--- config.mk ---
export PLATFORM = sky130hd
export DESIGN_NAME = batch_rms_level_meter_core
export DESIGN_NICKNAME = d
export VERILOG_FILES = /design/src/hdl/brms_pkg.sv /design/src/hdl/brms_ctrl.sv /design/src/hdl/brms_dp.sv /design/src/hdl/batch_rms_level_meter_core.sv
export SDC_FILE = /design/constraint.sdc
export NUM_CORES = 1
export LEC_CHECK = 0
export BUFFER_PORTS_ARGS = -buffer_cell sky130_fd_sc_hd__buf_2
export CORE_MARGIN = 2
export CORE_UTILIZATION = 40
export CTS_CLUSTER_SIZE = 40
export DETAILED_ROUTE_END_ITERATION = 8
export PLACE_DENSITY = 0.57
export SLEW_MARGIN = 25
export SYNTH_ARGS = -nofsm -noshare
export SYNTH_HDL_FRONTEND = slang
export SYNTH_HIERARCHICAL = 1
export SYNTH_SLANG_ARGS = --single-unit
--- constraint.sdc ---
create_clock -name clk -period 10.9 [get_ports clk]
set_clock_uncertainty 0.05 [all_clocks]
set_input_delay 1.635 -clock clk [delete_from_list [all_inputs] [get_ports clk]]
set_output_delay 1.635 -clock clk [all_outputs]
set_load 0.02 [all_outputs]
--- src/hdl/brms_pkg.sv ---
`timescale 1ns / 1ps

package brms_pkg;

  // Field widths fixed by the sample and result formats
  localparam int SAMPLE_W      = 16;
  localparam int SQ_W          = 31;  // square of a 16-bit magnitude, up to 2^30
  localparam int MEAN_W        = 32;  // radicand width of the root unit
  localparam int ROOT_W        = 16;
  localparam int CTR_W         = 32;
  localparam int MAX_BATCH_DEF = 1024;

  // Controller to datapath commands
  typedef struct packed {
    logic capture;     // take a sample transfer, register its square
    logic add;         // fold the square into the batch, start divide on last
    logic div_step;    // one quotient bit
    logic sqrt_init;   // load root unit from the quotient
    logic sqrt_step;   // one root bit
    logic load;        // load the result register, bump counters
  } cmd_t;

  // Datapath to controller status
  typedef struct packed {
    logic last;        // captured sample closes its batch
    logic div_last;    // current divide step is the final one
    logic sqrt_last;   // current root step is the final one
    logic out_free;    // result register can take a new result this cycle
  } sts_t;

endpackage

--- src/hdl/brms_ctrl.sv ---
`timescale 1ns / 1ps

module brms_ctrl
  import brms_pkg::*;
(
  input  logic clk,
  input  logic rst,
  input  logic samp_valid,
  output logic samp_stall,
  input  sts_t sts,
  output cmd_t cmd
);

  localparam logic [2:0] S_IDLE = 3'd0;
  localparam logic [2:0] S_ADD  = 3'd1;
  localparam logic [2:0] S_DIV  = 3'd2;
  localparam logic [2:0] S_SQI  = 3'd3;
  localparam logic [2:0] S_SQRT = 3'd4;
  localparam logic [2:0] S_OUT  = 3'd5;

  logic [2:0] state;
  logic [2:0] state_next;

  // Sequencer: capture, accumulate, divide, root, hand off
  always_comb begin
    state_next = state;
    cmd        = '0;
    samp_stall = 1'b1;
    case (state)
      S_IDLE: begin
        samp_stall = 1'b0;
        if (samp_valid) begin
          cmd.capture = 1'b1;
          state_next  = S_ADD;
        end
      end
      S_ADD: begin
        cmd.add    = 1'b1;
        state_next = sts.last ? S_DIV : S_IDLE;
      end
      S_DIV: begin
        cmd.div_step = 1'b1;
        if (sts.div_last) state_next = S_SQI;
      end
      S_SQI: begin
        cmd.sqrt_init = 1'b1;
        state_next    = S_SQRT;
      end
      S_SQRT: begin
        cmd.sqrt_step = 1'b1;
        if (sts.sqrt_last) state_next = S_OUT;
      end
      S_OUT: begin
        if (sts.out_free) begin
          cmd.load   = 1'b1;
          state_next = S_IDLE;
        end
      end
      default: begin
        state_next = S_IDLE;
      end
    endcase
  end

  always_ff @(posedge clk) begin
    if (rst) begin
      state <= S_IDLE;
    end else begin
      state <= state_next;
    end
  end

`ifndef SYNTHESIS
  a_accept_to_add: assert property (@(posedge clk) disable iff (rst)
    (samp_valid && !samp_stall) |=> state == S_ADD)
    else $error("sample transfer did not move to accumulate");
  a_div_holds: assert property (@(posedge clk) disable iff (rst)
    (state == S_DIV && !sts.div_last) |=> state == S_DIV)
    else $error("divide left early");
  a_out_release: assert property (@(posedge clk) disable iff (rst)
    (state == S_OUT && sts.out_free) |=> state == S_IDLE)
    else $error("result load did not return to idle");
`endif

endmodule

--- src/hdl/brms_dp.sv ---
`timescale 1ns / 1ps

module brms_dp
  import brms_pkg::*;
#(
  parameter int MAX_BATCH = MAX_BATCH_DEF
) (
  input  logic                       clk,
  input  logic                       rst,
  input  cmd_t                       cmd,
  output sts_t                       sts,
  input  logic signed [SAMPLE_W-1:0] sample,
  input  logic                       last,
  input  logic                       overrun,
  output logic                       res_valid,
  input  logic                       res_stall,
  output logic [ROOT_W-1:0]          rms_level,
  output logic [CTR_W-1:0]           batch_total,
  output logic [CTR_W-1:0]           overrun_total,
  output logic                       too_long
);

  localparam int CNT_W  = $clog2(MAX_BATCH + 1);
  localparam int SUM_W  = SQ_W + $clog2(MAX_BATCH);
  localparam int STEP_W = $clog2(SUM_W);
  localparam logic [STEP_W-1:0] DIV_LAST  = STEP_W'(SUM_W - 1);
  localparam logic [STEP_W-1:0] SQRT_LAST = STEP_W'(ROOT_W - 1);
  localparam logic [CNT_W-1:0]  CNT_MAX   = CNT_W'(MAX_BATCH);

  // Batch state
  logic [SUM_W-1:0]  square_sum;
  logic [CNT_W-1:0]  sample_count;
  logic              overflow_seen;
  logic [CTR_W-1:0]  batch_counter;
  logic [CTR_W-1:0]  overrun_counter;

  // Captured sample
  logic [SQ_W-1:0]   square;
  logic              last_r;
  logic              over_r;
  logic              tl_r;

  // Divider and root unit
  logic [SUM_W-1:0]  quot;
  logic [CNT_W-1:0]  rem;
  logic [CNT_W-1:0]  divisor;
  logic [MEAN_W-1:0] rad;
  logic [MEAN_W-1:0] root;
  logic [MEAN_W-1:0] one;
  logic [STEP_W-1:0] step;

  logic [SAMPLE_W-1:0] mag;
  logic                full;
  logic [SUM_W-1:0]    sum_upd;
  logic [CNT_W-1:0]    cnt_upd;
  logic [CNT_W:0]      div_trial;
  logic                div_fit;
  logic [MEAN_W:0]     sq_trial;
  logic                sq_fit;

  // Magnitude of the sample; the most negative value wraps to 0x8000 unsigned
  assign mag = sample[SAMPLE_W-1] ? SAMPLE_W'(-sample) : SAMPLE_W'(sample);

  // Accumulate unless the batch is already full
  assign full    = (sample_count == CNT_MAX);
  assign sum_upd = full ? square_sum : square_sum + SUM_W'(square);
  assign cnt_upd = full ? sample_count : sample_count + 1'b1;

  // Restoring divide, one quotient bit per step
  assign div_trial = {rem, quot[SUM_W-1]};
  assign div_fit   = (div_trial >= {1'b0, divisor});

  // Restoring root, one result bit per step
  assign sq_trial = {1'b0, root} + {1'b0, one};
  assign sq_fit   = ({1'b0, rad} >= sq_trial);

  assign sts.last      = last_r;
  assign sts.div_last  = (step == DIV_LAST);
  assign sts.sqrt_last = (step == SQRT_LAST);
  assign sts.out_free  = !res_valid || !res_stall;

  // Capture and arithmetic datapath
  always_ff @(posedge clk) begin
    if (cmd.capture) begin
      square <= SQ_W'(mag) * SQ_W'(mag);
      last_r <= last;
      over_r <= overrun;
    end
    if (cmd.add && last_r) begin
      quot    <= (cnt_upd == '0) ? '0 : sum_upd;
      divisor <= cnt_upd;
      rem     <= '0;
      tl_r    <= overflow_seen | full;
    end
    if (cmd.div_step) begin
      if (div_fit) begin
        rem  <= CNT_W'(div_trial - {1'b0, divisor});
        quot <= {quot[SUM_W-2:0], 1'b1};
      end else begin
        rem  <= CNT_W'(div_trial);
        quot <= {quot[SUM_W-2:0], 1'b0};
      end
    end
    if (cmd.sqrt_init) begin
      rad  <= MEAN_W'(quot);
      root <= '0;
      one  <= MEAN_W'(1) << (MEAN_W - 2);
    end
    if (cmd.sqrt_step) begin
      if (sq_fit) begin
        rad  <= rad - MEAN_W'(sq_trial);
        root <= (root >> 1) + one;
      end else begin
        root <= root >> 1;
      end
      one <= one >> 2;
    end
    if (cmd.load) begin
      rms_level     <= ROOT_W'(root);
      batch_total   <= batch_counter + 1'b1;
      overrun_total <= overrun_counter + CTR_W'(over_r);
      too_long      <= tl_r;
    end
  end

  // Step counter shared by divide and root
  always_ff @(posedge clk) begin
    if (rst) begin
      step <= '0;
    end else if ((cmd.add && last_r) || cmd.sqrt_init) begin
      step <= '0;
    end else if (cmd.div_step || cmd.sqrt_step) begin
      step <= step + 1'b1;
    end
  end

  // Batch accumulators and running counters
  always_ff @(posedge clk) begin
    if (rst) begin
      square_sum      <= '0;
      sample_count    <= '0;
      overflow_seen   <= 1'b0;
      batch_counter   <= '0;
      overrun_counter <= '0;
    end else begin
      if (cmd.add) begin
        if (last_r) begin
          square_sum    <= '0;
          sample_count  <= '0;
          overflow_seen <= 1'b0;
        end else begin
          square_sum    <= sum_upd;
          sample_count  <= cnt_upd;
          overflow_seen <= overflow_seen | full;
        end
      end
      if (cmd.load) begin
        batch_counter   <= batch_counter + 1'b1;
        overrun_counter <= overrun_counter + CTR_W'(over_r);
      end
    end
  end

  // Result register valid
  always_ff @(posedge clk) begin
    if (rst) begin
      res_valid <= 1'b0;
    end else if (cmd.load) begin
      res_valid <= 1'b1;
    end else if (!res_stall) begin
      res_valid <= 1'b0;
    end
  end

`ifndef SYNTHESIS
  a_rms_range: assert property (@(posedge clk) disable iff (rst)
    res_valid |-> rms_level <= 16'h8000)
    else $error("rms level out of range");
  a_count_bound: assert property (@(posedge clk) disable iff (rst)
    sample_count <= CNT_MAX)
    else $error("sample count past batch limit");
  a_load_counts: assert property (@(posedge clk) disable iff (rst)
    cmd.load |=> batch_total == batch_counter)
    else $error("batch total out of step with counter");
`endif

endmodule

--- src/hdl/batch_rms_level_meter_core.sv ---
`timescale 1ns / 1ps
// A non-final sample is squared, then accumulated, before the next one is taken.
// A final sample then passes through a one-bit-per-cycle divider (SUM_W
// steps) and a one-bit-per-cycle root unit (16 steps) before its result is
// loaded; the load waits while the result register is full and stalled.
// The result register lets the next batch start while a result waits.
// Synchronous active-high reset clears sums, counts, running counters and valid.

module batch_rms_level_meter_core
  import brms_pkg::*;
#(
  parameter int MAX_BATCH = MAX_BATCH_DEF
) (
  input  logic                       clk,
  input  logic                       rst,
  input  logic                       samp_valid,
  output logic                       samp_stall,
  input  logic signed [SAMPLE_W-1:0] sample,
  input  logic                       last,
  input  logic                       overrun,
  output logic                       res_valid,
  input  logic                       res_stall,
  output logic [ROOT_W-1:0]          rms_level,
  output logic [CTR_W-1:0]           batch_total,
  output logic [CTR_W-1:0]           overrun_total,
  output logic                       too_long
);

  cmd_t cmd;
  sts_t sts;

  brms_ctrl u_ctrl (
    .clk        (clk),
    .rst        (rst),
    .samp_valid (samp_valid),
    .samp_stall (samp_stall),
    .sts        (sts),
    .cmd        (cmd)
  );

  brms_dp #(
    .MAX_BATCH (MAX_BATCH)
  ) u_dp (
    .clk           (clk),
    .rst           (rst),
    .cmd           (cmd),
    .sts           (sts),
    .sample        (sample),
    .last          (last),
    .overrun       (overrun),
    .res_valid     (res_valid),
    .res_stall     (res_stall),
    .rms_level     (rms_level),
    .batch_total   (batch_total),
    .overrun_total (overrun_total),
    .too_long      (too_long)
  );

endmodule

==> results.md, run 1 <==
* HP Class: flop to flop
* R2R cell count at 16
* Detailed-route via count at 22200
* End of the critical path: u_dp/square[30]$_DFFE_PP_
* Largest area contributor in the netlist: edfxtp_1
* RR Endpoint: u_dp/rad[11]$_DFF_P_
* Via/cell ratio at 5.38
* Status: finished clean
* Initial Utilization at about two fifths
* R2r setup slk at between 4 and 5 ns
* Number of flops mapped to enable cells by yosys at 224
* GR Overflow Total at 0
* DP HPWL at 52.4 mm
* Die Y-Extent at about 270 µm
* Crit path max fanout at 17
* CTS root buf: clkbuf_16
* Post-Synthesis Cells at just over 3000
* Crit path from: sample[0]
* Post-cts sizing count at 0
* Die footprint at 75300 µm²
* CTS H-tree lvls at 2
* Yosys warnings at 6
* Startpoint Class: input pin
* Hold slack at 0.367 ns
* Buffer count from post-CTS setup fixing at 0
* Min Clock Period, post-route at between 9 and 10 ns
* Fillers at about 7000
* TritonCTS clock tree: built
* Fin. Hold Viols at 0
* Kind of critical path: input pin to flop
* Fin. max-slew vios at 0
* CTS sink count at 384
* Input/output buffers at approximately 100
* Final number of setup-violating endpoints at 0
* Cell Area, Synth at 29300 µm²
* NetSw at around 4.2 mW
* Top cells by count, synth: inv_1, nand2_1, nor2_1, edfxtp_1, ha_1
* Mapped Avg Cell Area at 9.51 µm²
* Utilization after layout at between 40% and 50%
* Final critical-path share of the clock period at roughly nine tenths
* Total of max-cap violations at 0
* Worst EP arrival at around 10 ns
* GRT Util Overall at 18.3%
* Netlist cell types at 84
* ANT nets after route at 0
* Layout area overhead at 10.2%
* Register share of total power at 21.1%
* Post-synth top area share at 23.0%
* Routed WL per cell at 16.8 µm
* Part of the power in the clock network at 15.3%
* Row count at 99
* Setup crit end kind: flop
* DRT iter0 DRCs at 1478
* Net Sw Frac at 43.5%
* Die Wd at ~270 µm
* CTS Buf Count at 45
* NumNets Final at 3535
* Largest net degree at the start of global routing at 85
* RSZ-0062 raised after global routing: false
* Synth Flop Type: edfxtp_1
* Worst-Margin Slew at 1.02 ns
* CTS Hold Bufs at 0
* Vias in the first global route at between 20000 and 25000
* Layout cells sized above 1 at 7.76%
* Synth area leaders: edfxtp_1, fa_1, dfxtp_1
* Initial antenna violation count at 0
* # DRC at 0
* GPL Wtd Cong at slightly above 0.9
* Clk slew on worst S/H paths at about 0.06 ns
* R2R Path Start: u_dp/root[2]$_SDFFCE_PN0P_
* Rel. slew slack at 31.8%
* Area of the core at 72700 µm²
* Count leader, synth: inv_1
* Sum Neg Setup Slack at 0 ns
* Combinational share of power at between 60 and 70%
* Clock Path Buffers at 3
* Ys async rst share at 0%
* TritonRoute pass-1 iters at 5
* PwrDens at 303 nW/µm²
* P_leak at 14.0 nW
* Worst Path Required at around 11 ns
* Peak Freq at 0.104 GHz
* Ant diodes at 0
* VDD IR max at 0.000397 V
* Ports at 105
* Post-synthesis sequential area ratio at between 30% and 40%
* Clk Latency, worst-skew pair at 0.59 ns
* #FFs+latches synth at 384
* Global-route wire length before repair at 114 mm
* Internal power at 5.52 mW
* Total Wirelength at a little under 70 mm
-- flip-flops by register name, indices dropped and copies added, names as in the netlist, 6 cells and up --
| signal | flops |
|---|---|
| u_dp/sample_count | 11 |
| u_dp/rad | 32 |
| u_dp/batch_counter | 32 |
| u_dp/step | 6 |
| u_dp/rem | 11 |
| u_dp/rms_level | 16 |
| u_dp/square | 30 |
| u_dp/overrun_total | 32 |
| u_dp/divisor | 11 |
| u_dp/quot | 41 |
| u_dp/square_sum | 41 |
| u_dp/overrun_counter | 32 |
| u_dp/batch_total | 32 |
| u_dp/root | 32 |
| u_dp/one | 16 |
-- cell type report --
type / instances / area (µm²) / share of cell area [%]
Clock buffer: 68 / 1320 / 4.08
Clock inverter: 14 / 148 / 0.458
Inverter: 304 / 1140 / 3.54
Multi-Input combinational cell: 2265 / 17800 / 55.1
Sequential cell: 384 / 9930 / 30.8
Tap cell: 959 / 1200 / 3.72
Timing Repair Buffer: 136 / 763 / 2.37
-- cell usage in the layout, fill, tap and decap left out, types with 53 or more instances in the layout --
cell,count
inv_1,297
ha_1,208
nand3_1,87
mux2i_1,78
and3_1,53
buf_2,103
xor2_1,152
xnor2_1,124
nor2_1,242
dfxtp_1,160
nand2_1,264
o21ai_0,120
a21oi_1,144
edfxtp_1,224
fa_1,169
-- per-layer routing --
| metal | share of wire [%] | vias to the layer above | track usage [%] |
|---|---|---|---|
| li1 | - | 10900 | - |
| met1 | 46 | 10800 | 24.4 |
| met2 | 48 | 429 | 31.5 |
| met3 | 3.6 | 99 | 1.94 |
| met4 | 2.0 | 0 | 4.72 |
| met5 | 0 | - | 0 |
-- per-stage QoR --
stage | power, mW | setup WS [ns] | area, µm² | cells
final | 9.77 | 1.29 | 32300 | 4130
after global routing | 10.8 | 0.730 | 32300 | 4130
after CTS | 9.87 | 1.33 | 32200 | 4129
after detailed placement | 8.30 | 0.724 | 30800 | 4047
after global placement | 8.18 | 1.07 | 30800 | 4047
after floorplan | 6.97 | 1.84 | 29300 | 3087
-- power groups by stage --
stage | clock network, mW | logic (mW) | registers [mW]
2_1_floorplan | 0 | 4.92 | 2.06
3_3_place_gp | 0 | 6.09 | 2.10
3_5_place_dp | 0 | 6.20 | 2.10
4_1_cts | 1.54 | 6.26 | 2.07
5_1_grt | 1.59 | 7.10 | 2.08
6_report | 1.49 | 6.21 | 2.07
-- cells by family after synthesis --
family | count (synthesis) | share of synthesized area, %
AND/OR/NAND/NOR | 920 | 15.1
XOR/XNOR | 278 | 8.35
flip-flops | 384 | 33.9
multiplexers | 87 | 3.01
AO/OA/AOI/OAI | 591 | 13.4
other | 2 | 0.0257
adder cells (fa/ha/maj) | 377 | 20.5
buffers and inverters | 438 | 5.73
-- worst min path at each step --
stage,end,slack [ns],start,cells after the start
after global routing,u_dp/too_long$_DFFE_PP_,0.38,u_dp/tl_r$_DFFE_PP_,0
after detailed placement,u_dp/too_long$_DFFE_PP_,0.36,u_dp/tl_r$_DFFE_PP_,0
after global placement,u_dp/too_long$_DFFE_PP_,0.36,u_dp/tl_r$_DFFE_PP_,0
after CTS,u_dp/too_long$_DFFE_PP_,0.37,u_dp/tl_r$_DFFE_PP_,0
after floorplan,u_dp/too_long$_DFFE_PP_,0.35,u_dp/tl_r$_DFFE_PP_,0
final,u_dp/too_long$_DFFE_PP_,0.37,u_dp/tl_r$_DFFE_PP_,0
-- worst max-delay path, stage by stage --
cell       delay (ns)
buf_2            0.12
inv_1            0.42
ha_1             0.25
nor3b_1          0.36
nand3_1          0.13
nand2_1          0.15
nand2_1          0.08
xnor2_1          0.49
clkinv_1         0.50
nand2_1          0.22
fa_1             0.45
inv_1            0.10
fa_1             0.45
fa_1             0.53
fa_1             0.52
fa_1             0.54
inv_1            0.05
fa_1             0.52
inv_1            0.04
ha_1             0.33
and3_1           0.24
a221o_1          0.31
a31oi_1          0.36
o211ai_1         0.25
o2111ai_1        0.28
nand3_1          0.17
a2111o_1         0.39
nand3_1          0.10
Note: power is estimated with default switching activity, not from simulation.
==> inputs of run 2 (changes only) <==
--- a/config.mk
+++ b/config.mk
@@ -8,9 +8,9 @@
 export BUFFER_PORTS_ARGS = -buffer_cell sky130_fd_sc_hd__buf_2
 export CORE_MARGIN = 2
 export CORE_UTILIZATION = 40
+export CTS_BUF_LIST = sky130_fd_sc_hd__clkbuf_8
 export CTS_CLUSTER_SIZE = 40
 export DETAILED_ROUTE_END_ITERATION = 8
-export PLACE_DENSITY = 0.57
 export SLEW_MARGIN = 25
 export SYNTH_ARGS = -nofsm -noshare
 export SYNTH_HDL_FRONTEND = slang
==> results.md, run 2 (same netlist as run 1, synthesis figures left out) <==
* DP HPWL at about 49 mm
* Cell mode on critical path: fa_1
* Combinational share of power at 63.7%
* Peak Freq at 0.109 GHz
* CTS H-tree lvls at 3
* Die Y-Extent at around 270 µm
* RSZ-0062 raised after global routing: false
* Clk Latency, worst-skew pair at roughly 0.65 ns
* Layout cells sized above 1 at 8.76%
* Initial antenna violation count at 1
* ANT nets after route at 0
* Commonest non-fill, non-tap cell in the layout: inv_1
* GRT Util Overall at ~18%
* Ports at 105
* Fin. max-slew vios at 0
* DRT iter0 DRCs at between 1500 and 2000
* NetSw at ~4.3 mW
* Utilization after layout at between 40 and 50%
* Die footprint at 75300 µm²
* Buffer count from post-CTS setup fixing at 0
* PwrDens at between 300 and 400 nW/µm²
* Initial Utilization at 40.2%
* CP peak stage delay at 0.54 ns
* Die Wd at 274 µm
* # DRC at 0
* Total chip power at 9.72 mW
* R2r setup slk at 4.93 ns
* Crit path max fanout at 17
* Final number of setup-violating endpoints at 0
* Net Sw Frac at ~44%
* M3 GR Usage at 2.45%
* Input/output buffers at 104
* Largest net degree at the start of global routing at 79
* HP Class: flop to flop
* Clk slew on worst S/H paths at approximately 0.06 ns
* Detailed-route via count at around 22000
* TritonRoute pass-1 iters at 5
* CTS sink count at between 300 and 400
* GPL Wtd Cong at ~0.90
* Clock Path Buffers at 3
* Multi-input gate area at 17700 µm²
* Register share of total power at 21.2%
* Global-route wire length before repair at ~110 mm
* CTS Hold Bufs at 0
* Area of the core at 72700 µm²
* Via/cell ratio at about 5.2
* NumNets Final at 3562
* Layout area overhead at 10.3%
* Biggest regs: u_dp/quot: 41 flops, u_dp/square_sum: 41 flops
* Post-cts sizing count at 0
* Fin. Hold Viols at 0
* Fillers at 7119
* Worst Path Required at 11.34 ns
* Worst EP arrival at 9.64 ns
* Sum Neg Setup Slack at 0 ns
* Most frequent cells in the layout: inv_1, nand2_1, nor2_1
* CTS root buf: clkbuf_8
* Total of max-cap violations at 0
* Met1 usage at 24.5%
* Crit path max-delay cell type: fa_1
* Part of the power in the clock network at 15.1%
* Worst-Margin Slew at 1.06 ns
* Internal power at 5.46 mW
* Kind of critical path: input pin to flop
* Grt met2 use at 28.3%
* Rel. slew slack at 28.7%
* Setup crit end kind: flop
* FF+latch area at 9930 µm²
* Row count at 99
* GRT busiest layer: met2
* TritonCTS clock tree: built
* CTS Buf Count at between 70 and 80
* P_leak at 14.1 nW
* GR Overflow Total at 0
* Status: finished clean
* Final critical-path share of the clock period at 84.5%
* Startpoint Class: input pin
* VDD IR max at roughly 0.00035 V
* Routed WL per cell at roughly 16 µm
* Total Wirelength at around 67 mm
* Min Clock Period, post-route at 9.21 ns
* Vias in the first global route at 21400
==> run 2: cell count changes in the layout (fill, tap and decap cells not counted), sizes merged <==
cell / before / now
bufinv: 2 / 5
clkbuf: 69 / 83
clkinv: 14 / 21
diode: 0 / 1
inv: 301 / 325
buf: 135 / 137
==> run 2: power by group through the flow <==
stage                     combinational [mW]  sequential [mW]  clock, mW
after global placement                  6.12             2.09          0
after detailed placement                6.18             2.09          0
after global routing                    7.10             2.08       1.58
after floorplan                         4.92             2.06          0
after CTS                               6.24             2.06       1.52
final                                   6.19             2.06       1.47
==> run 2: worst max-delay path, delay by kind of cell <==
kind	cells	cell delay (ns)
and+or+nand+nor	8	1.36
buffers and inverters	7	1.06
adders and majority gates	8	3.47
xor gates and xnor gates	1	0.47
AOI/OAI and AO/OA	5	1.61
==> run 2: final cells by class <==
class                   instances  area share [%]
flip-flops and latches        384            30.8
well taps                     959            3.72
repair buffers                137            2.39
clock buffers                  83            3.54
multi-input cells            2265            55.0
inverters                     304            3.53
clock inverters                48            1.09
diodes                          1         0.00775
==> run 2: worst paths after layout <==
path                         startpoint                          end  cells after the start
min reg2reg         u_dp/tl_r$_DFFE_PP_      u_dp/too_long$_DFFE_PP_                      0
max                           sample[0]    u_dp/square[30]$_DFFE_PP_                     29
min                 u_dp/tl_r$_DFFE_PP_      u_dp/too_long$_DFFE_PP_                      0
max reg2reg  u_dp/root[2]$_SDFFCE_PN0P_  u_dp/root[30]$_SDFFCE_PN0P_                     17
==> run 2: stage by stage <==
step                setup slack [ns]  area (µm²)  instances  hold WS [ns]
floorplan                       1.84       29300       3087         0.350
global placement                1.28       30800       4049         0.361
detailed placement              1.12       30800       4049         0.363
CTS                             1.78       32300       4180         0.366
global route                    1.11       32300       4181         0.388
finish                          1.69       32300       4181         0.370
==> run 2: routing by layer <==
metal  share of wire, %  routed length (µm)
met1                 48               32000
met5                  0                   0
met4                2.4                1570
met2                 46               30400
met3                4.0                2660
